## src/rtl/residency_percent_tracker_defines.svh

```systemverilog
// Assertion helpers used by the residency percent tracker RTL.
`ifndef RESIDENCY_PERCENT_TRACKER_DEFINES_SVH
`define RESIDENCY_PERCENT_TRACKER_DEFINES_SVH

// Check that an expression holds at every clock edge outside reset.
`define RPT_ASSERT_ALWAYS(lbl, expr, msg) \
  lbl: assert property (@(posedge clk) disable iff (!rst_n) (expr)) else $error(msg);

// Check that a condition is followed by a consequence in the next cycle.
`define RPT_ASSERT_NEXT(lbl, ante, cons, msg) \
  lbl: assert property (@(posedge clk) disable iff (!rst_n) (ante) |=> (cons)) else $error(msg);

`endif

```

## src/rtl/rpt_pkg.sv

```systemverilog
// ----------------------------------------------------------------------------
// rpt_pkg
// Types, constants and helpers for the residency percent tracker.
// ----------------------------------------------------------------------------
`timescale 1ns / 1ps
`default_nettype none

package rpt_pkg;

  localparam int SLOT_W      = 4;
  localparam int TS_W        = 64;
  localparam int CNT_W       = 64;
  localparam int BITS_W      = 7;
  localparam int RES_W       = 61;
  localparam int FREQ_W      = 40;
  localparam int CFG_IDX_W   = 1;
  localparam int CFG_DATA_W  = 40;
  localparam int K_W         = 20;
  localparam int DCNT_W      = 7;
  localparam int NUM_SLOTS_DEF = 16;

  localparam logic [CFG_IDX_W-1:0] CFG_LEGACY = 1'd0;
  localparam logic [CFG_IDX_W-1:0] CFG_FREQ   = 1'd1;

  localparam logic [K_W-1:0]    K_LEGACY  = 20'd1000000;
  localparam logic [K_W-1:0]    K_SCALE   = 20'd100000;
  localparam logic [CNT_W-1:0]  DIFF_LIM  = 64'h0000_1000_0000_0000;
  localparam logic [CNT_W-1:0]  QUO_MAX   = 64'd18446744073709;
  localparam logic [FREQ_W-1:0] FREQ_RST  = 40'd1000000000;
  localparam logic [BITS_W-1:0] WIDTH_MAX = 7'd64;

  typedef struct packed {
    logic [TS_W-1:0]   tbase;
    logic [CNT_W-1:0]  cbase;
    logic [BITS_W-1:0] width;
    logic [RES_W-1:0]  held;
    logic              unk;
    logic              inv;
  } ent_t;

  typedef enum logic [2:0] {
    WR_OOB, WR_INIT, WR_RES, WR_INV, WR_BASE
  } wr_kind_t;

  typedef enum logic [1:0] {
    CD_HOLD, CD_MUL, CD_QUO, CD_SAT
  } cd_op_t;

  typedef enum logic {
    KS_LEGACY, KS_SCALE
  } k_sel_t;

  typedef enum logic {
    DS_FREQ, DS_TDIFF
  } d_sel_t;

  typedef struct packed {
    logic     load;
    logic     rd;
    logic     eval;
    logic     mul_start;
    k_sel_t   mul_k;
    logic     div_start;
    d_sel_t   div_d;
    cd_op_t   cd_op;
    logic     fin;
    wr_kind_t kind;
  } cmd_t;

  typedef struct packed {
    logic is_init;
    logic oob;
    logic legacy;
    logic cd_small;
    logic td_nz;
    logic quo_big;
    logic mul_busy;
    logic div_busy;
    logic out_block;
  } stat_t;

  function automatic logic [BITS_W-1:0] clamp_bits(input logic [BITS_W-1:0] b);
    logic [BITS_W-1:0] r;
    if (b == '0) begin
      r = 7'd1;
    end else if (b > WIDTH_MAX) begin
      r = WIDTH_MAX;
    end else begin
      r = b;
    end
    return r;
  endfunction

  function automatic logic [CNT_W-1:0] width_mask(input logic [BITS_W-1:0] w);
    logic [BITS_W-1:0] sh;
    sh = WIDTH_MAX - w;
    return {CNT_W{1'b1}} >> sh;
  endfunction

endpackage

`default_nettype wire

```

## src/rtl/rpt_ram.sv

```systemverilog
// ----------------------------------------------------------------------------
// rpt_ram
// Generic single-write, single-read RAM with registered read data.
// ----------------------------------------------------------------------------
`timescale 1ns / 1ps
`default_nettype none

module rpt_ram #(
  parameter int WIDTH = 8,
  parameter int DEPTH = 16
) (
  input  wire logic                         clk,
  input  wire logic                         we,
  input  wire logic [((DEPTH > 1) ? $clog2(DEPTH) : 1)-1:0] waddr,
  input  wire logic [WIDTH-1:0]             wdata,
  input  wire logic                         re,
  input  wire logic [((DEPTH > 1) ? $clog2(DEPTH) : 1)-1:0] raddr,
  output      logic [WIDTH-1:0]             rdata
);

  logic [WIDTH-1:0] mem [DEPTH];

  always_ff @(posedge clk) begin
    if (we) begin
      mem[waddr] <= wdata;
    end
    if (re) begin
      rdata <= mem[raddr];
    end
  end

endmodule

`default_nettype wire

```

## src/rtl/rpt_dp.sv

```systemverilog
// ----------------------------------------------------------------------------
// rpt_dp
// Datapath: item registers, slot RAM, serial multiplier and divider, result.
// ----------------------------------------------------------------------------
`timescale 1ns / 1ps
`default_nettype none

module rpt_dp #(
  parameter int NUM_SLOTS = rpt_pkg::NUM_SLOTS_DEF
) (
  input  wire logic                            clk,
  input  wire logic                            rst_n,
  input  wire logic                            in_req_type,
  input  wire logic [rpt_pkg::SLOT_W-1:0]      in_slot,
  input  wire logic [rpt_pkg::TS_W-1:0]        in_ts,
  input  wire logic [rpt_pkg::CNT_W-1:0]       in_cnt,
  input  wire logic [rpt_pkg::BITS_W-1:0]      in_bits,
  input  wire logic                            cfg_we,
  input  wire logic [rpt_pkg::CFG_IDX_W-1:0]   cfg_idx,
  input  wire logic [rpt_pkg::CFG_DATA_W-1:0]  cfg_wdata,
  input  wire rpt_pkg::cmd_t                   cmd,
  output      rpt_pkg::stat_t                  stat,
  output      logic                            out_valid,
  input  wire logic                            out_ready,
  output      logic [rpt_pkg::SLOT_W-1:0]      out_slot,
  output      logic [rpt_pkg::RES_W-1:0]       out_res,
  output      logic                            out_unk,
  output      logic                            out_inv,
  output      logic                            out_upd
);
  import rpt_pkg::*;

  localparam int AW = (NUM_SLOTS > 1) ? $clog2(NUM_SLOTS) : 1;

  logic                 req_r;
  logic [SLOT_W-1:0]    slot_r;
  logic [TS_W-1:0]      ts_r;
  logic [CNT_W-1:0]     cnt_r;
  logic [BITS_W-1:0]    bits_r;
  logic                 legacy_r;
  logic [FREQ_W-1:0]    freq_r;
  logic [NUM_SLOTS-1:0] vld_r;
  ent_t                 ent_r;
  logic [CNT_W-1:0]     c_r;
  logic [CNT_W-1:0]     cd_r;
  logic [TS_W-1:0]      td_r;
  logic [CNT_W-1:0]     acc_r;
  logic [CNT_W-1:0]     mcand_r;
  logic [K_W-1:0]       mk_r;
  logic [CNT_W-1:0]     rem_r;
  logic [CNT_W-1:0]     quo_r;
  logic [CNT_W-1:0]     dvs_r;
  logic [DCNT_W-1:0]    dcnt_r;
  logic                 out_valid_r;
  logic [SLOT_W-1:0]    out_slot_r;
  logic [RES_W-1:0]     out_res_r;
  logic                 out_unk_r;
  logic                 out_inv_r;
  logic                 out_upd_r;

  logic [AW-1:0]        addr;
  logic                 oob;
  logic                 ent_ok;
  ent_t                 rdata;
  ent_t                 ent_rd;
  logic [CNT_W-1:0]     m_rd;
  logic [CNT_W-1:0]     c_rd;
  ent_t                 ent_nxt;
  logic [BITS_W-1:0]    w_init;
  logic [CNT_W-1:0]     freq_eff;
  logic [CNT_W:0]       dsh;
  logic                 dge;
  logic                 wr_en;

  assign addr   = AW'(slot_r);
  assign oob    = !(32'(slot_r) < NUM_SLOTS);
  assign ent_ok = !oob && vld_r[addr];
  assign w_init = clamp_bits(bits_r);
  assign freq_eff = (freq_r == '0) ? 64'd1 : {{(CNT_W-FREQ_W){1'b0}}, freq_r};
  assign dsh    = {rem_r, quo_r[CNT_W-1]};
  assign dge    = dsh >= {1'b0, dvs_r};
  assign wr_en  = cmd.fin && (cmd.kind != WR_OOB);

  rpt_ram #(
    .WIDTH ($bits(ent_t)),
    .DEPTH (NUM_SLOTS)
  ) u_ram (
    .clk   (clk),
    .we    (wr_en),
    .waddr (addr),
    .wdata (ent_nxt),
    .re    (cmd.rd),
    .raddr (addr),
    .rdata (rdata)
  );

  always_comb begin
    ent_rd = rdata;
    if (!ent_ok) begin
      ent_rd.width = WIDTH_MAX;
      ent_rd.held  = '0;
      ent_rd.unk   = 1'b1;
      ent_rd.inv   = 1'b0;
    end
    m_rd = width_mask(ent_rd.width);
    c_rd = cnt_r & m_rd;
  end

  always_comb begin
    ent_nxt       = ent_r;
    ent_nxt.tbase = ts_r;
    ent_nxt.cbase = c_r;
    case (cmd.kind)
      WR_INIT: begin
        ent_nxt.width = w_init;
        ent_nxt.cbase = cnt_r & width_mask(w_init);
        ent_nxt.held  = '0;
        ent_nxt.unk   = 1'b1;
        ent_nxt.inv   = 1'b0;
      end
      WR_RES: begin
        ent_nxt.held = quo_r[RES_W-1:0];
        ent_nxt.unk  = 1'b0;
        ent_nxt.inv  = 1'b0;
      end
      WR_INV: begin
        ent_nxt.inv = 1'b1;
      end
      WR_OOB: begin
        ent_nxt.held = '0;
        ent_nxt.unk  = 1'b1;
        ent_nxt.inv  = 1'b0;
      end
      default: begin
      end
    endcase
  end

  always_comb begin
    stat.is_init   = !req_r;
    stat.oob       = oob;
    stat.legacy    = legacy_r;
    stat.cd_small  = cd_r < DIFF_LIM;
    stat.td_nz     = td_r != '0;
    stat.quo_big   = quo_r > QUO_MAX;
    stat.mul_busy  = mk_r != '0;
    stat.div_busy  = dcnt_r != '0;
    stat.out_block = out_valid_r && !out_ready;
  end

  // Payload registers.
  always_ff @(posedge clk) begin
    if (cmd.load) begin
      req_r  <= in_req_type;
      slot_r <= in_slot;
      ts_r   <= in_ts;
      cnt_r  <= in_cnt;
      bits_r <= in_bits;
    end
    if (cmd.eval) begin
      ent_r <= ent_rd;
      c_r   <= c_rd;
      cd_r  <= (c_rd - ent_rd.cbase) & m_rd;
      td_r  <= ts_r - ent_rd.tbase;
    end else begin
      case (cmd.cd_op)
        CD_MUL:  cd_r <= acc_r;
        CD_QUO:  cd_r <= quo_r;
        CD_SAT:  cd_r <= '1;
        default: begin
        end
      endcase
    end
    if (cmd.mul_start) begin
      acc_r   <= '0;
      mcand_r <= cd_r;
    end else if (mk_r != '0) begin
      if (mk_r[0]) begin
        acc_r <= acc_r + mcand_r;
      end
      mcand_r <= mcand_r << 1;
    end
    if (cmd.div_start) begin
      rem_r <= '0;
      quo_r <= cd_r;
      dvs_r <= (cmd.div_d == DS_FREQ) ? freq_eff : td_r;
    end else if (dcnt_r != '0) begin
      rem_r <= dge ? CNT_W'(dsh - {1'b0, dvs_r}) : dsh[CNT_W-1:0];
      quo_r <= {quo_r[CNT_W-2:0], dge};
    end
    if (cmd.fin) begin
      out_slot_r <= slot_r;
      out_res_r  <= ent_nxt.held;
      out_unk_r  <= ent_nxt.unk;
      out_inv_r  <= ent_nxt.inv;
      out_upd_r  <= cmd.kind == WR_RES;
    end
  end

  // Control registers.
  always_ff @(posedge clk) begin
    if (!rst_n) begin
      legacy_r    <= 1'b0;
      freq_r      <= FREQ_RST;
      vld_r       <= '0;
      mk_r        <= '0;
      dcnt_r      <= '0;
      out_valid_r <= 1'b0;
    end else begin
      if (cfg_we) begin
        unique case (cfg_idx)
          CFG_LEGACY: legacy_r <= cfg_wdata[0];
          CFG_FREQ:   freq_r   <= cfg_wdata[FREQ_W-1:0];
          default: begin
          end
        endcase
      end
      if (wr_en) begin
        vld_r[addr] <= 1'b1;
      end
      if (cmd.mul_start) begin
        mk_r <= (cmd.mul_k == KS_LEGACY) ? K_LEGACY : K_SCALE;
      end else begin
        mk_r <= mk_r >> 1;
      end
      if (cmd.div_start) begin
        dcnt_r <= DCNT_W'(CNT_W);
      end else if (dcnt_r != '0) begin
        dcnt_r <= dcnt_r - 1'b1;
      end
      if (cmd.fin) begin
        out_valid_r <= 1'b1;
      end else if (out_ready) begin
        out_valid_r <= 1'b0;
      end
    end
  end

  assign out_valid = out_valid_r;
  assign out_slot  = out_slot_r;
  assign out_res   = out_res_r;
  assign out_unk   = out_unk_r;
  assign out_inv   = out_inv_r;
  assign out_upd   = out_upd_r;

endmodule

`default_nettype wire

```

## config.mk

```make
export PLATFORM = sky130hd
export DESIGN_NAME = rpt_dp
export DESIGN_NICKNAME = d
export VERILOG_FILES = /design/src/rtl/residency_percent_tracker_defines.svh /design/src/rtl/rpt_pkg.sv /design/src/rtl/rpt_ram.sv /design/src/rtl/rpt_dp.sv
export SDC_FILE = /design/constraint.sdc
export NUM_CORES = 2
export LEC_CHECK = 0
export ABC_AREA = 1
export BUFFER_PORTS_ARGS = -buffer_cell sky130_fd_sc_hd__clkbuf_2
export CELL_PAD_IN_SITES_DETAIL_PLACEMENT = 1
export CELL_PAD_IN_SITES_GLOBAL_PLACEMENT = 2
export CORE_UTILIZATION = 40
export DETAILED_ROUTE_END_ITERATION = 12
export PLACE_DENSITY_LB_ADDON = 0.1
export SLEW_MARGIN = 5
export SYNTH_ARGS = -nofsm -noshare
export SYNTH_HDL_FRONTEND = slang
export SYNTH_SLANG_ARGS = --single-unit
```

## constraint.sdc

```tcl
create_clock -name clk -period 13.5 [get_ports clk]
set_input_delay 1.35 -clock clk [delete_from_list [all_inputs] [get_ports clk]]
set_output_delay 1.35 -clock clk [all_outputs]
set_load 0.01 [all_outputs]
```

==> flow_metrics.tcl <==
set metrics [dict create \
    status "completed" \
    power_leakage_nw 68.7 \
    design.die.area_um2 437000 \
    drc 0 \
    min_period_ns 8.55 \
    synth.area.mux_share_pct 0 \
    antenna_found_initial 41 \
    start_util_pct 40.2 \
    post-route-util_pct 45.6 \
    area_growth_syn_to_layout_pct 13.2 \
    yosys.area_share.simple_pct 7.42 \
    ir_worst_vdd_uv 123 \
    die_h_um 661 \
    vias_per_cell 5.95 \
    cp_data_required_time_ns 14.23 \
    ant_nets 0 \
    synth_cell_types 61 \
    die_w_um 661 \
    dp_hpwl_mm 421 \
    period_share_pct 63.4 \
    synthXorXnorAreaFrac_pct 1.01 \
    root_buffer "clkbuf_16" \
    drt-pass1-iter-count 5 \
    critPathSlowestCell "o21ai_0" \
    slew_headroom_pct 8.70 \
    cts_setup_buffers 0 \
    cts-buffers-inserted 452 \
    netlist_area_um2 174000 \
    critPathArrivalTime_ns 9.29 \
    grt_util_all_layers_pct 29.5 \
    rsz0062_at_grt "no" \
    clock-sinks 4241 \
    io-pin-count 276 \
    grt_max_degree 170 \
    crit_fanout 40 \
    multiInputGateArea_um2 42400 \
    max_cap_violations 0 \
    ys_warn_count 0 \
    ys_seq_area_share_pct 72.1 \
    synth_compound_gate_area_share_pct 13.7 \
    syn_inst 13200 \
    path_class "reg -> reg" \
    synth_top_family_by_area "compound AO/OA/AOI/OAI gates" \
    worst_slack_ns 4.95 \
    overflow 0 \
    start_kind "register" \
    crit_top_cell "nand2_1" \
    avgSynthCellArea_um2 13.2 \
    dp_slack_ns 5.14 \
    cts_max_path_buffers 4 \
    fillers 43400 \
    routedWlPerCell_um 33.7 \
    clock-skew-final_ns 0.0934 \
    tritoncts "done" \
    tns_ns 0 \
    gp_congestion 0.933 \
    routed_wl_mm 660 \
    fmaxAchievable_ghz 0.117 \
    nets 14000 \
    port_buffers 274 \
    vias 117000 \
    power.density_nw_per_um2 168 \
    clk_pin_slew_worst_paths_ns 0.07 \
    async_flop_share_pct 0 \
    p_total_w 0.0331 \
    setup_viol 0 \
    final_common_cell "edfxtp_1" \
    grt_pass1_vias 118000 \
    tightest_slew_ns 1.37 \
    final_cell_mix "edfxtp_1, a22oi_1, nand2_1, a21oi_1, inv_1" \
    cts_htree_levels 5 \
    hold_viol 0 \
    drtIter0Drc 11900 \
    core_um2 432000 \
    maxSlewViolCount 0 \
    seq_area_um2 125000 \
    drive_above_1_share_pct 8.96 \
    cp-end-kind "register" \
    hp-class "reg -> reg" \
    synth_flop_cell "edfxtp_1" \
    cts_hold_buf 0 \
    synth_edf_count 4028 \
    synth_nets 13700 \
    synth-seq-cells 4241 \
    critPathMaxStageDelay_ns 0.73 \
    num_rows 241 \
    clock_latency_ns 1.05 \
    synthAdderAreaFrac_pct 2.04 \
    postCtsResizedCells 0 \
    grt_pass1_wl_mm 919 \
]
-- cell type report --
cell class              count  share of cell area [%]
clock inverters           254                    1.24
flip-flops and latches   4241                    63.7
diodes                     20                  0.0254
inverters                1074                    2.06
clock buffers             578                    6.09
well taps                5710                    3.63
multi-input cells        7240                    21.6
repair buffers            493                    1.71
-- per-layer routing --
layer  GRT usage (%)  routed length, µm  vias up
met3            3.18              37300      711
li1                -                  -    50200
met2            45.8             299000     3870
met1            44.6             308000    61900
met5               0                 60        -
met4            6.91              15900       10
-- registers in the layout, summed over array words and instances (netlist names), 16 cells and up --
name,cells
dvs_r,64
acc_r,64
cd_r,64
c_r,64
ts_r,64
u_ram.mem,3168
quo_r,64
vld_r,16
out_res,61
ent_r,70
cnt_r,64
mk_r,20
td_r,64
u_ram.rdata,198
mcand_r,64
rem_r,64
freq_r,40
-- where the power goes --
part           internal, W  switching (W)  leakage (nW)
Combinational      0.00123        0.00364          22.4
Sequential          0.0153       0.000641          39.3
Clock              0.00687        0.00534          6.99
Total               0.0234        0.00962          68.7
-- critical path: cells and delay by family, from the launching register on --
family          cells  cell delay [ns]
flops               1             0.50
simple gates       19             4.16
buf+inv             8             1.31
compound gates      4             1.28
fa+ha+maj           3             1.02
-- synth_stat cells (8+ instances only) --
cell type	n	area share (%)
edfxtp_1	4028	70
and2_1	14	0.050
ha_1	277	2.0
or2_2	19	0.068
xnor2_1	78	0.39
nor4_1	67	0.24
o21ai_0	616	1.8
a21boi_0	17	0.073
a32o_1	18	0.10
o31ai_1	29	0.13
nand3_1	304	0.88
o21bai_1	21	0.091
nor3b_1	8	0.035
a31oi_1	82	0.30
nand2_1	1360	2.9
a22oi_1	1584	6.8
o21ai_1	45	0.13
clkbuf_1	539	1.2
o211ai_1	40	0.17
buf_4	8	0.035
o21a_1	29	0.13
o221ai_1	23	0.12
buf_1	51	0.11
a21oi_1	1174	3.4
xor2_1	122	0.62
inv_1	1052	2.3
nand4_1	57	0.21
dfxtp_1	213	2.5
o22ai_1	50	0.18
or4_1	199	0.86
a21o_1	36	0.16
nor3_1	55	0.16
inv_2	19	0.041
nor2_1	847	1.8
buf_2	19	0.055
-- cell families (layout without fill, tap and decap cells) --
kind of cell | after synthesis | in the layout
fa+ha+maj | 281 | 281
simple gates | 2964 | 2964
buf+inv | 1693 | 2399
other cells | 1 | 21
xor+xnor | 200 | 200
flops | 4241 | 4241
compound gates | 3794 | 3794
-- metrics by stage --
stage,area (µm²),std cells,hold WS [ns]
final,197000,19600,0.423
after global routing,197000,19600,0.436
after CTS,197000,19600,0.403
after detailed placement,182000,18800,0.412
after global placement,182000,18800,0.419
after floorplan,174000,13200,0.408
-- path summary, 6_finish.rpt --
| path | end | start | cells after the start | slack [ns] |
|---|---|---|---|---|
| worst max register to register | cd_r[49] | addr[2] | 34 | 4.95 |
| worst min register to register | mk_r[0] | mk_r[1] | 2 | 0.42 |
| worst min-delay path | mk_r[0] | mk_r[1] | 2 | 0.42 |
| worst max-delay path | cd_r[49] | addr[2] | 34 | 4.95 |
Power figures use the tool's default switching activity.
