$ cat config.mk
export PLATFORM = sky130hd
export DESIGN_NAME = rpt_ctrl
export DESIGN_NICKNAME = d
export VERILOG_FILES = /design/src/rtl/rpt_pkg.sv /design/src/rtl/rpt_ctrl.sv
export VERILOG_INCLUDE_DIRS = /design/src /design/src/rtl
export SDC_FILE = /design/constraint.sdc
export NUM_CORES = 1
export LEC_CHECK = 0
export BUFFER_PORTS_ARGS = -buffer_cell sky130_fd_sc_hd__buf_2
export CELL_PAD_IN_SITES_DETAIL_PLACEMENT = 1
export CELL_PAD_IN_SITES_GLOBAL_PLACEMENT = 2
export CORE_MARGIN = 4
export CORE_UTILIZATION = 28
export DETAILED_ROUTE_END_ITERATION = 10
export GPL_TIMING_DRIVEN = 0
export HOLD_SLACK_MARGIN = 0.06
export PLACE_DENSITY_LB_ADDON = 0.1
export SYNTH_ARGS = -nofsm -noshare
export SYNTH_HDL_FRONTEND = slang
export SYNTH_SLANG_ARGS = --single-unit
export TNS_END_PERCENT = 5
$ cat constraint.sdc
create_clock -name clk -period 2.9 [get_ports clk]
set_input_delay 0.29 -clock clk [delete_from_list [all_inputs] [get_ports clk]]
set_output_delay 0.29 -clock clk [all_outputs]
set_load 0.01 [all_outputs]
$ cat src/rtl/residency_percent_tracker_defines.svh
// Assertion helpers used by the residency percent tracker RTL.
`ifndef RESIDENCY_PERCENT_TRACKER_DEFINES_SVH
`define RESIDENCY_PERCENT_TRACKER_DEFINES_SVH

// Check that an expression holds at every clock edge outside reset.
`define RPT_ASSERT_ALWAYS(lbl, expr, msg) \
  lbl: assert property (@(posedge clk) disable iff (!rst_n) (expr)) else $error(msg);

// Check that a condition is followed by a consequence in the next cycle.
`define RPT_ASSERT_NEXT(lbl, ante, cons, msg) \
  lbl: assert property (@(posedge clk) disable iff (!rst_n) (ante) |=> (cons)) else $error(msg);

`endif

$ cat src/rtl/rpt_pkg.sv
// ----------------------------------------------------------------------------
// rpt_pkg
// Types, constants and helpers for the residency percent tracker.
// ----------------------------------------------------------------------------
`timescale 1ns / 1ps
`default_nettype none

package rpt_pkg;

  localparam int SLOT_W      = 4;
  localparam int TS_W        = 64;
  localparam int CNT_W       = 64;
  localparam int BITS_W      = 7;
  localparam int RES_W       = 61;
  localparam int FREQ_W      = 40;
  localparam int CFG_IDX_W   = 1;
  localparam int CFG_DATA_W  = 40;
  localparam int K_W         = 20;
  localparam int DCNT_W      = 7;
  localparam int NUM_SLOTS_DEF = 16;

  localparam logic [CFG_IDX_W-1:0] CFG_LEGACY = 1'd0;
  localparam logic [CFG_IDX_W-1:0] CFG_FREQ   = 1'd1;

  localparam logic [K_W-1:0]    K_LEGACY  = 20'd1000000;
  localparam logic [K_W-1:0]    K_SCALE   = 20'd100000;
  localparam logic [CNT_W-1:0]  DIFF_LIM  = 64'h0000_1000_0000_0000;
  localparam logic [CNT_W-1:0]  QUO_MAX   = 64'd18446744073709;
  localparam logic [FREQ_W-1:0] FREQ_RST  = 40'd1000000000;
  localparam logic [BITS_W-1:0] WIDTH_MAX = 7'd64;

  typedef struct packed {
    logic [TS_W-1:0]   tbase;
    logic [CNT_W-1:0]  cbase;
    logic [BITS_W-1:0] width;
    logic [RES_W-1:0]  held;
    logic              unk;
    logic              inv;
  } ent_t;

  typedef enum logic [2:0] {
    WR_OOB, WR_INIT, WR_RES, WR_INV, WR_BASE
  } wr_kind_t;

  typedef enum logic [1:0] {
    CD_HOLD, CD_MUL, CD_QUO, CD_SAT
  } cd_op_t;

  typedef enum logic {
    KS_LEGACY, KS_SCALE
  } k_sel_t;

  typedef enum logic {
    DS_FREQ, DS_TDIFF
  } d_sel_t;

  typedef struct packed {
    logic     load;
    logic     rd;
    logic     eval;
    logic     mul_start;
    k_sel_t   mul_k;
    logic     div_start;
    d_sel_t   div_d;
    cd_op_t   cd_op;
    logic     fin;
    wr_kind_t kind;
  } cmd_t;

  typedef struct packed {
    logic is_init;
    logic oob;
    logic legacy;
    logic cd_small;
    logic td_nz;
    logic quo_big;
    logic mul_busy;
    logic div_busy;
    logic out_block;
  } stat_t;

  function automatic logic [BITS_W-1:0] clamp_bits(input logic [BITS_W-1:0] b);
    logic [BITS_W-1:0] r;
    if (b == '0) begin
      r = 7'd1;
    end else if (b > WIDTH_MAX) begin
      r = WIDTH_MAX;
    end else begin
      r = b;
    end
    return r;
  endfunction

  function automatic logic [CNT_W-1:0] width_mask(input logic [BITS_W-1:0] w);
    logic [BITS_W-1:0] sh;
    sh = WIDTH_MAX - w;
    return {CNT_W{1'b1}} >> sh;
  endfunction

endpackage

`default_nettype wire

$ cat src/rtl/rpt_ctrl.sv
// ----------------------------------------------------------------------------
// rpt_ctrl
// Controller: sequences slot read, rescaling, residency division and write.
// ----------------------------------------------------------------------------
`timescale 1ns / 1ps
`default_nettype none
`include "residency_percent_tracker_defines.svh"

module rpt_ctrl (
  input  wire logic           clk,
  input  wire logic           rst_n,
  input  wire logic           in_valid,
  output      logic           in_ready,
  input  wire rpt_pkg::stat_t stat,
  output      rpt_pkg::cmd_t  cmd
);
  import rpt_pkg::*;

  typedef enum logic [3:0] {
    S_IDLE, S_READ, S_EVAL, S_DISP, S_LMULW, S_LDIV, S_LDIVQW, S_LDIVW,
    S_QCHK, S_QMUL, S_QMULW, S_RCHK, S_RMULW, S_RDIV, S_RDIVW, S_DONE
  } state_t;

  state_t   state_r, state_nxt;
  wr_kind_t kind_r, kind_nxt;

  assign in_ready = state_r == S_IDLE;

  always_comb begin
    state_nxt     = state_r;
    kind_nxt      = kind_r;
    cmd           = '0;
    cmd.mul_k     = KS_LEGACY;
    cmd.div_d     = DS_FREQ;
    cmd.cd_op     = CD_HOLD;
    cmd.kind      = kind_r;
    unique case (state_r)
      S_IDLE: begin
        if (in_valid) begin
          cmd.load  = 1'b1;
          state_nxt = S_READ;
        end
      end
      S_READ: begin
        cmd.rd    = 1'b1;
        state_nxt = S_EVAL;
      end
      S_EVAL: begin
        cmd.eval  = 1'b1;
        state_nxt = S_DISP;
      end
      S_DISP: begin
        if (stat.oob) begin
          kind_nxt  = WR_OOB;
          state_nxt = S_DONE;
        end else if (stat.is_init) begin
          kind_nxt  = WR_INIT;
          state_nxt = S_DONE;
        end else if (!stat.legacy) begin
          state_nxt = S_RCHK;
        end else if (stat.cd_small) begin
          cmd.mul_start = 1'b1;
          cmd.mul_k     = KS_LEGACY;
          state_nxt     = S_LMULW;
        end else begin
          cmd.div_start = 1'b1;
          cmd.div_d     = DS_FREQ;
          state_nxt     = S_LDIVW;
        end
      end
      S_LMULW: begin
        if (!stat.mul_busy) begin
          cmd.cd_op = CD_MUL;
          state_nxt = S_LDIV;
        end
      end
      S_LDIV: begin
        cmd.div_start = 1'b1;
        cmd.div_d     = DS_FREQ;
        state_nxt     = S_LDIVQW;
      end
      S_LDIVQW: begin
        if (!stat.div_busy) begin
          cmd.cd_op = CD_QUO;
          state_nxt = S_RCHK;
        end
      end
      S_LDIVW: begin
        if (!stat.div_busy) begin
          state_nxt = S_QCHK;
        end
      end
      S_QCHK: begin
        if (stat.quo_big) begin
          cmd.cd_op = CD_SAT;
          state_nxt = S_RCHK;
        end else begin
          cmd.cd_op = CD_QUO;
          state_nxt = S_QMUL;
        end
      end
      S_QMUL: begin
        cmd.mul_start = 1'b1;
        cmd.mul_k     = KS_LEGACY;
        state_nxt     = S_QMULW;
      end
      S_QMULW: begin
        if (!stat.mul_busy) begin
          cmd.cd_op = CD_MUL;
          state_nxt = S_RCHK;
        end
      end
      S_RCHK: begin
        if (!stat.td_nz) begin
          kind_nxt  = WR_BASE;
          state_nxt = S_DONE;
        end else if (!stat.cd_small) begin
          kind_nxt  = WR_INV;
          state_nxt = S_DONE;
        end else begin
          cmd.mul_start = 1'b1;
          cmd.mul_k     = KS_SCALE;
          state_nxt     = S_RMULW;
        end
      end
      S_RMULW: begin
        if (!stat.mul_busy) begin
          cmd.cd_op = CD_MUL;
          state_nxt = S_RDIV;
        end
      end
      S_RDIV: begin
        cmd.div_start = 1'b1;
        cmd.div_d     = DS_TDIFF;
        state_nxt     = S_RDIVW;
      end
      S_RDIVW: begin
        if (!stat.div_busy) begin
          kind_nxt  = WR_RES;
          state_nxt = S_DONE;
        end
      end
      S_DONE: begin
        if (!stat.out_block) begin
          cmd.fin   = 1'b1;
          state_nxt = S_IDLE;
        end
      end
      default: state_nxt = S_IDLE;
    endcase
  end

  always_ff @(posedge clk) begin
    if (!rst_n) begin
      state_r <= S_IDLE;
      kind_r  <= WR_OOB;
    end else begin
      state_r <= state_nxt;
      kind_r  <= kind_nxt;
    end
  end

  `RPT_ASSERT_ALWAYS(a_idle_units, (state_r != S_IDLE) || (!stat.mul_busy && !stat.div_busy), "arith unit busy while idle")
  `RPT_ASSERT_ALWAYS(a_one_unit, !(stat.mul_busy && stat.div_busy), "multiplier and divider busy together")
  `RPT_ASSERT_NEXT(a_accept_busy, in_valid && in_ready, !in_ready, "item accepted while one in flight")

endmodule

`default_nettype wire

==> results of run 1 <==
==> final timing paths <==
kind	start	end	cells past startpoint
max	state_r[1]	cmd[4]	7
min reg2reg	kind_r[2]	kind_r[2]	2
max reg2reg	state_r[0]	state_r[0]	5
min	rst_n	kind_r[0]	2
==> Yosys cell counts (all sizes together) <==
cell type | instances | share of area, %
nand3 | 3 | 2.0
or3 | 1 | 0.83
inv | 8 | 4.0
nor3b | 2 | 2.0
nand4 | 1 | 0.83
nand3b | 2 | 2.0
a2111o | 1 | 1.5
a21oi | 11 | 7.3
buf | 6 | 5.1
xor2 | 2 | 2.3
o211a | 1 | 1.3
o31a | 1 | 1.2
o221a | 3 | 4.5
clkbuf | 2 | 0.99
nand2b | 2 | 1.7
nor4 | 1 | 0.83
o311a | 1 | 1.3
o21ai | 4 | 2.6
and2 | 2 | 2.0
and3b | 1 | 1.2
or4 | 2 | 2.5
o22a | 3 | 3.5
mux2i | 2 | 2.6
nand4b | 1 | 1.2
a31oi | 1 | 0.83
a2bb2oi | 2 | 2.3
o311ai | 2 | 3.3
dfxtp | 7 | 19
or2b | 1 | 0.99
o2111ai | 1 | 1.2
and3 | 2 | 1.7
o21bai | 2 | 2.0
o22ai | 1 | 0.83
nor3 | 3 | 2.0
nor4b | 1 | 1.2
nand2 | 7 | 3.5
a211o | 1 | 1.2
nor2 | 6 | 3.0
nor2b | 3 | 2.5
==> state kept, by name (all words and copies together), names as in the netlist <==
signal	count
state_r	4
kind_r	3
==> critical path: stages (launching register included) <==
cell     delay (ps)
dfxtp_1         320
buf_2           210
buf_2           260
inv_1           120
mux2i_1         130
o22a_1          170
nor2_1           90
buf_2           140
==> where the power goes <==
part / internal, mW / leakage, nW / switching, mW
combinational: 0.227 / 0.367 / 0.328
sequential: 0.121 / 0.0573 / 0.0220
clock: 0.0527 / 0.0150 / 0.0390
total: 0.401 / 0.439 / 0.389
==> cell families (layout without fill, tap and decap cells) <==
logic type / after synthesis / in the layout / synth area share (%)
mux: 2 / 2 / 2.65
xor+xnor: 2 / 2 / 2.32
simple gates: 41 / 41 / 31.6
compound gates: 35 / 35 / 34.8
buf+inv: 16 / 45 / 10.1
flops: 7 / 7 / 18.5
==> metal layers <==
layer  part of all wire [%]  vias up  GRT usage, %
met1                     49      430          21.5
li1                       -      445             -
met3                    3.8        2          1.94
met2                     46       23          26.9
met4                   0.64        0          3.80
met5                      0        -             0
==> final cells by class <==
cell class	count	area, um2
well taps	30	37.5
fillers	341	1580
flip-flops and latches	7	140
repair buffers	25	125
plain buffers	8	46.3
multi-input cells	80	539
inverters	8	30.0
clock buffers	4	26.3
==> out/qor.txt, run 1 <==
status: finished, final reports clean
chip height: 60.0 um
FP Rows: 18
#FFs+latches synth: 7
WHS: 338 ps
most common cell after layout, fill and taps aside: buf_2
I/O Buffers: 25
most frequent cells in the layout: buf_2 (29), a21oi_1 (11), inv_1 (8)
register area share after synthesis: 18.5%
Synth Net Count: 115
critical path class: reg -> out
Post-CTS Setup Inserts: 0
relative slew slack: 58.4%
wire length of the first global-routing pass: 4.37 mm
crit path launch type: register
Power Density: 835 nW/um2
Die Width: 60.0 um
core area: 2520 um2
maximum vdd drop: 0.000356 V
per-cell routed wire length: 16.5 um
vias in the first global route: 938
period utilization: 68.7%
DP Wirelength: 2.06 mm
ANT nets after route: 0
Final Skew: 5.43 ps
finished layout cell area: 945 um2
clk_lat worst skew: 250 ps
total track usage: 16.0%
Initial Utilization: 30.0%
Hold Vio Cnt, Final: 0
Area Overhead vs Synth: 25.0%
boundary pin count: 26
die area: 3590 um2
Post-route DRC: 0
Via Count: 900
Clock Pin Slew Worst Setup and Hold Paths: 60 ps
DR iter-0 viols: 13
1st-pass router iterations: 4
Mapped Area: 756 um2
clock sinks: 7
worst hold path class: in -> reg
post-route non-filler standard cell count: 162
layout cells sized above 1: 28.8%
Setup WS pre-CTS: 1080 ps
initial antenna violation count: 0
Ant. Diodes: 0
Post-Place Cells: 158
final WL: 2.67 mm
clk buf depth: 2
crit path DAT: 1700 ps
final number of setup-violating endpoints: 0
Static Leak: 0.439 nW
achievable frequency: 0.502 GHz
Cells after Synth: 103
hold_buf cts: 0
CTS Buf Count: 3
Synthesis Warnings: 0
Worst-Margin Slew: 623 ps
gpl congestion: 0.824
CTS tree: done
vias per cell: 5.56
PnR worst setup slack: 909 ps
unrepaired setup endpoints after global routing: no
Final nets: 145
Synth Area per Inst: 7.34 um2
final setup TNS: 0 ps
Root Buffer: clkbuf_4
Period minus WS final: 1990 ps
flop-to-flop setup slack: 1040 ps
Worst EP required: 2610 ps
Slew Viols, Final: 0
synth unique cells: 45
Congestion Overflow GR: 0
Gates resized, CTS repair: 0
maxcap violations: 0
Crit Path Max Fanout: 10
pin count of the biggest net entering global routing: 11
H-Tree Depth: 1
Design Power: 0.789 mW
Setup crit end kind: output port
DP Area: 918 um2
final core utilization: 37.5%
(Power assumes the default switching activity.)
==> run 2, diff against run 1 <==
ABC_AREA = 1   (was default)
CORE_UTILIZATION = 23   (was 28)
clock period = 1.9 ns   (was 2.9 ns; I/O delays follow)
==> out/qor.txt, run 2 <==
status: finished, final reports clean
Crit Path Max Fanout: 6
Cells after Synth: 126
hold_buf cts: 0
DP Wirelength: 2.07 mm
Initial Utilization: 23.9%
CTS tree: done
ANT nets after route: 0
Mapped Area: 723 um2
most frequent cells in the layout: nand2_1 (37), buf_2 (25), nor2_1 (23)
reg-to-reg critical path endpoint: kind_r[0]
clock sinks: 7
Congestion Overflow GR: 0
Setup WS pre-CTS: 416 ps
Largest register FFs: 4
vias in the first global route: 880
1st-pass router iterations: 2
Clock Pin Slew Worst Setup and Hold Paths: 50 ps
period utilization: 90.9%
maximum vdd drop: 0.000432 V
maxcap violations: 0
cells on worst reg2reg path: 9
final core utilization: 30.7%
core area: 3030 um2
die area: 4110 um2
crit path launch type: register
FP Rows: 20
hold depth: 3
Hold EP: state_r[3]
Static Leak: 0.520 nW
Final Skew: 4.09 ps
pin count of the biggest net entering global routing: 9
Synth async-reset ratio: 0%
I/O Buffers: 25
wire length of the first global-routing pass: 4.14 mm
Synthesis Warnings: 0
register area share after synthesis: 19.4%
PnR worst setup slack: 172 ps
total track usage: 13.0%
Hold Startpoint: rst_n
top flop regs: state_r (4), kind_r (3)
achievable frequency: 0.579 GHz
gpl congestion: 0.866
per-cell routed wire length: 12.0 um
DP Area: 903 um2
flop-to-flop setup slack: 490 ps
Slew Viols, Final: 0
Synth Net Count: 138
FF-to-FF Start: state_r[2]
area fraction of the dominant cell type after synthesis: 19.4%
vias per cell: 4.50
H-Tree Depth: 1
clk_lat worst skew: 250 ps
Area Overhead vs Synth: 28.7%
Synth Flop Type: dfxtp_1
final setup TNS: 0 ps
chip height: 64.1 um
Post-route DRC: 0
Synth area leaders: dfxtp_1 (19%), nand2_1 (19%), nor2_1 (12%), nand2_2 (6.9%), inv_1 (5.2%)
final WL: 2.39 mm
largest reg by FF count: state_r
Period minus WS final: 1730 ps
Worst EP required: 1710 ps
worst hold path class: in -> reg
boundary pin count: 26
Gates resized, CTS repair: 0
number of synthesized flops with an enable pin: 0
relative slew slack: 75.2%
Setup crit end kind: output port
Power Density: 1390 nW/um2
initial antenna violation count: 0
Synth Area per Inst: 5.74 um2
Ant. Diodes: 0
layout cells sized above 1: 36.1%
unrepaired setup endpoints after global routing: no
clk buf depth: 2
Worst-Margin Slew: 372 ps
Synth top cells by count: nand2_1 (37), nor2_1 (23), inv_1 (10), nand2_2 (8), dfxtp_1 (7)
Via Count: 896
final number of setup-violating endpoints: 0
Hold Vio Cnt, Final: 0
Post-CTS Setup Inserts: 0
finished layout cell area: 931 um2
most common cell after layout, fill and taps aside: nand2_1
Root Buffer: clkbuf_4
critical path class: reg -> out
synth unique cells: 23
CTS Buf Count: 3
#FFs+latches synth: 7
most frequent cell after synthesis: nand2_1
Die Width: 64.1 um
crit path DAT: 1540 ps
WHS: 225 ps
Synth area leader: dfxtp_1
Final nets: 168
DR iter-0 viols: 22
-- run 2: changes by cell type after synthesis, moves of 4 or more --
cell     delta
a21oi_1     -8
inv_2       +4
nand2_1    +30
nor2_1     +17
nand2_2     +8
nor2_2      +5
buf_2       -4
-- run 2: area by class of cell --
| class | count | area [um2] |
|---|---|---|
| multi-input combinational | 103 | 515 |
| buffer | 2 | 15.0 |
| clock buffer | 4 | 26.3 |
| sequential | 7 | 141 |
| inverter | 14 | 52.6 |
| timing repair buffer | 25 | 125 |
| fill | 423 | 2100 |
| tap | 44 | 55.1 |
-- run 2: logic make-up after synthesis --
group | share of synthesized area [%]
compound gates | 10.4
flops | 19.4
simple gates | 60.9
buf+inv | 9.34
-- run 2: power by group --
part | switching [mW] | internal (mW) | total (mW)
Combinational | 0.575 | 0.317 | 0.892
Sequential | 0.0619 | 0.199 | 0.261
Clock | 0.0567 | 0.0803 | 0.137
Total | 0.694 | 0.597 | 1.29
-- run 2: metal layers --
layer / GRT usage (%) / part of all wire (%)
met1: 16.3 / 45
met2: 21.8 / 50
met3: 4.04 / 5.0
met4: 2.43 / 0.59
met5: 0 / 0
-- run 2: stage by stage --
step	std cells	power, mW
5_1_grt	199	1.46
4_1_cts	199	1.32
2_1_floorplan	126	0.908
3_3_place_gp	195	1.16
3_5_place_dp	195	1.18
6_report	199	1.29
-- run 2: critical path: stages, from the launching register on --
cell	delay, ps
dfxtp_1	540
nand2_4	140
inv_1	110
nand2_1	90
o32ai_1	240
buf_2	180
-- run 2: how the worst max path moves through the flow --
| stage | endpoint | cells past startpoint | slack, ps | start |
|---|---|---|---|---|
| final | cmd[7] | 5 | 170 | state_r[0] |
| after CTS | cmd[7] | 5 | 140 | state_r[0] |
| after detailed placement | cmd[7] | 5 | 420 | state_r[0] |
| after global placement | cmd[4] | 7 | 460 | state_r[3] |
| after floorplan | cmd[4] | 6 | 600 | state_r[1] |
| after global routing | cmd[7] | 5 | 30 | state_r[0] |
==> run 3, diff against run 2 <==
ABC_AREA = default   (was 1)
CORE_UTILIZATION = 26   (was 23)
==> out/qor.txt, run 3 (same netlist as run 1, synthesis figures left out) <==
status: finished, final reports clean
total track usage: 15.5%
DR iter-0 viols: 23
Sw Share: 48.9%
Worst EP required: 1710 ps
sequential share of power: 17.6%
relative slew slack: 68.3%
DP Area: 920 um2
Pint: 0.629 mW
H-Tree Depth: 1
Crit Path Max Fanout: 10
CTS Buf Count: 3
Clock Pin Slew Worst Setup and Hold Paths: 50 ps
I/O Buffers: 25
crit path cell chain: buf_2 > buf_2 > nor2_1 > nand3_1 > a21oi_1 > buf_2
core area: 2760 um2
most common cell after layout, fill and taps aside: buf_2
maximum vdd drop: 0.000813 V
slowest CP cell: dfxtp_1
finished layout cell area: 963 um2
Design Power: 1.23 mW
die area: 3830 um2
Area Overhead vs Synth: 27.5%
unrepaired setup endpoints after global routing: no
Worst-Margin Slew: 476 ps
final WL: 2.74 mm
Final Skew: 5.01 ps
Root Buffer: clkbuf_4
hold_buf cts: 0
Slew Viols, Final: 0
Setup crit end kind: output port
Ant. Diodes: 0
ANT nets after route: 0
clk_lat worst skew: 260 ps
wire length of the first global-routing pass: 4.44 mm
initial antenna violation count: 0
pin count of the biggest net entering global routing: 11
vias per cell: 5.58
layout cells sized above 1: 31.1%
CTS tree: done
Post-CTS Setup Inserts: 0
final number of setup-violating endpoints: 0
per-cell routed wire length: 16.8 um
boundary pin count: 26
1st-pass router iterations: 4
Initial Utilization: 27.4%
top flop regs: state_r (4), kind_r (3)
Post-route DRC: 0
clock sinks: 7
Die Width: 61.9 um
vias in the first global route: 920
largest reg by FF count: state_r
worst stage delay on the critical path: 450 ps
DP Wirelength: 2.07 mm
maxcap violations: 0
WHS: 231 ps
Static Leak: 0.444 nW
Hold Vio Cnt, Final: 0
crit path DAT: 1600 ps
achievable frequency: 0.558 GHz
chip height: 61.9 um
Largest register FFs: 4
clock share of power: 11.0%
CP dominant cell by count: buf_2
gpl congestion: 0.808
crit path launch type: register
Period minus WS final: 1790 ps
clk buf depth: 2
most frequent cells in the layout: buf_2 (27), a21oi_1 (11), inv_1 (8)
critical path class: reg -> out
worst hold path class: in -> reg
Final nets: 145
Power Density: 1280 nW/um2
FP Rows: 19
Comb pwr share: 71.3%
period utilization: 94.3%
Congestion Overflow GR: 0
final setup TNS: 0 ps
Via Count: 909
switching power of the nets: 0.602 mW
## run 3: metrics by stage
stage          setup WS, ps  util (%)  cells
2_1_floorplan           290         -    103
3_3_place_gp            110      33.3    159
3_5_place_dp            106      33.3    159
4_1_cts                8.18      34.3    163
5_1_grt                20.3      34.9    163
6_report                109      34.9    163
## run 3: power by group through the flow
stage | Combinational (mW) | Clock, mW | Sequential, mW
2_1_floorplan | 0.605 | 0 | 0.212
3_3_place_gp | 0.848 | 0 | 0.216
3_5_place_dp | 0.847 | 0 | 0.218
4_1_cts | 0.856 | 0.137 | 0.216
5_1_grt | 0.967 | 0.144 | 0.220
6_report | 0.878 | 0.136 | 0.217
## run 3: area by class of cell
cell class	count	area, um2
Timing Repair Buffer	25	125
Multi-Input combinational cell	80	547
Inverter	8	30.0
Fill cell	374	1790
Sequential cell	7	140
Tap cell	31	38.8
Clock buffer	4	26.3
Buffer	8	56.3
## run 3: critical path: cells and delay by family, from the launching register on
| family | cells | cell delay, ps |
|---|---|---|
| buffers and inverters | 3 | 660 |
| AOI/OAI and AO/OA | 1 | 70 |
| and+or+nand+nor | 2 | 170 |
| DFF | 1 | 450 |
## run 3: metal layers
metal	routed length (um)	vias up	track usage, %	share of wire (%)
met5	0	-	0	0
li1	-	445	-	-
met1	1380	443	22.1	50
met2	1280	18	23.9	47
met3	57	3	2.07	2.1
met4	20	0	5.15	0.73
## run 3: worst paths after layout
check,end,cells past startpoint,slack (ps),startpoint
setup / recovery,cmd[7],6,110,state_r[2]
setup reg to reg,kind_r[1],5,150,state_r[2]
hold reg to reg,kind_r[1],2,470,kind_r[1]
hold / removal,kind_r[0],2,230,rst_n
## run 3: timing repair
action	in CTS	in global routing
gates resized for setup	0	8
endpoints found under the hold margin	0	0
endpoints found under the setup margin	0	4
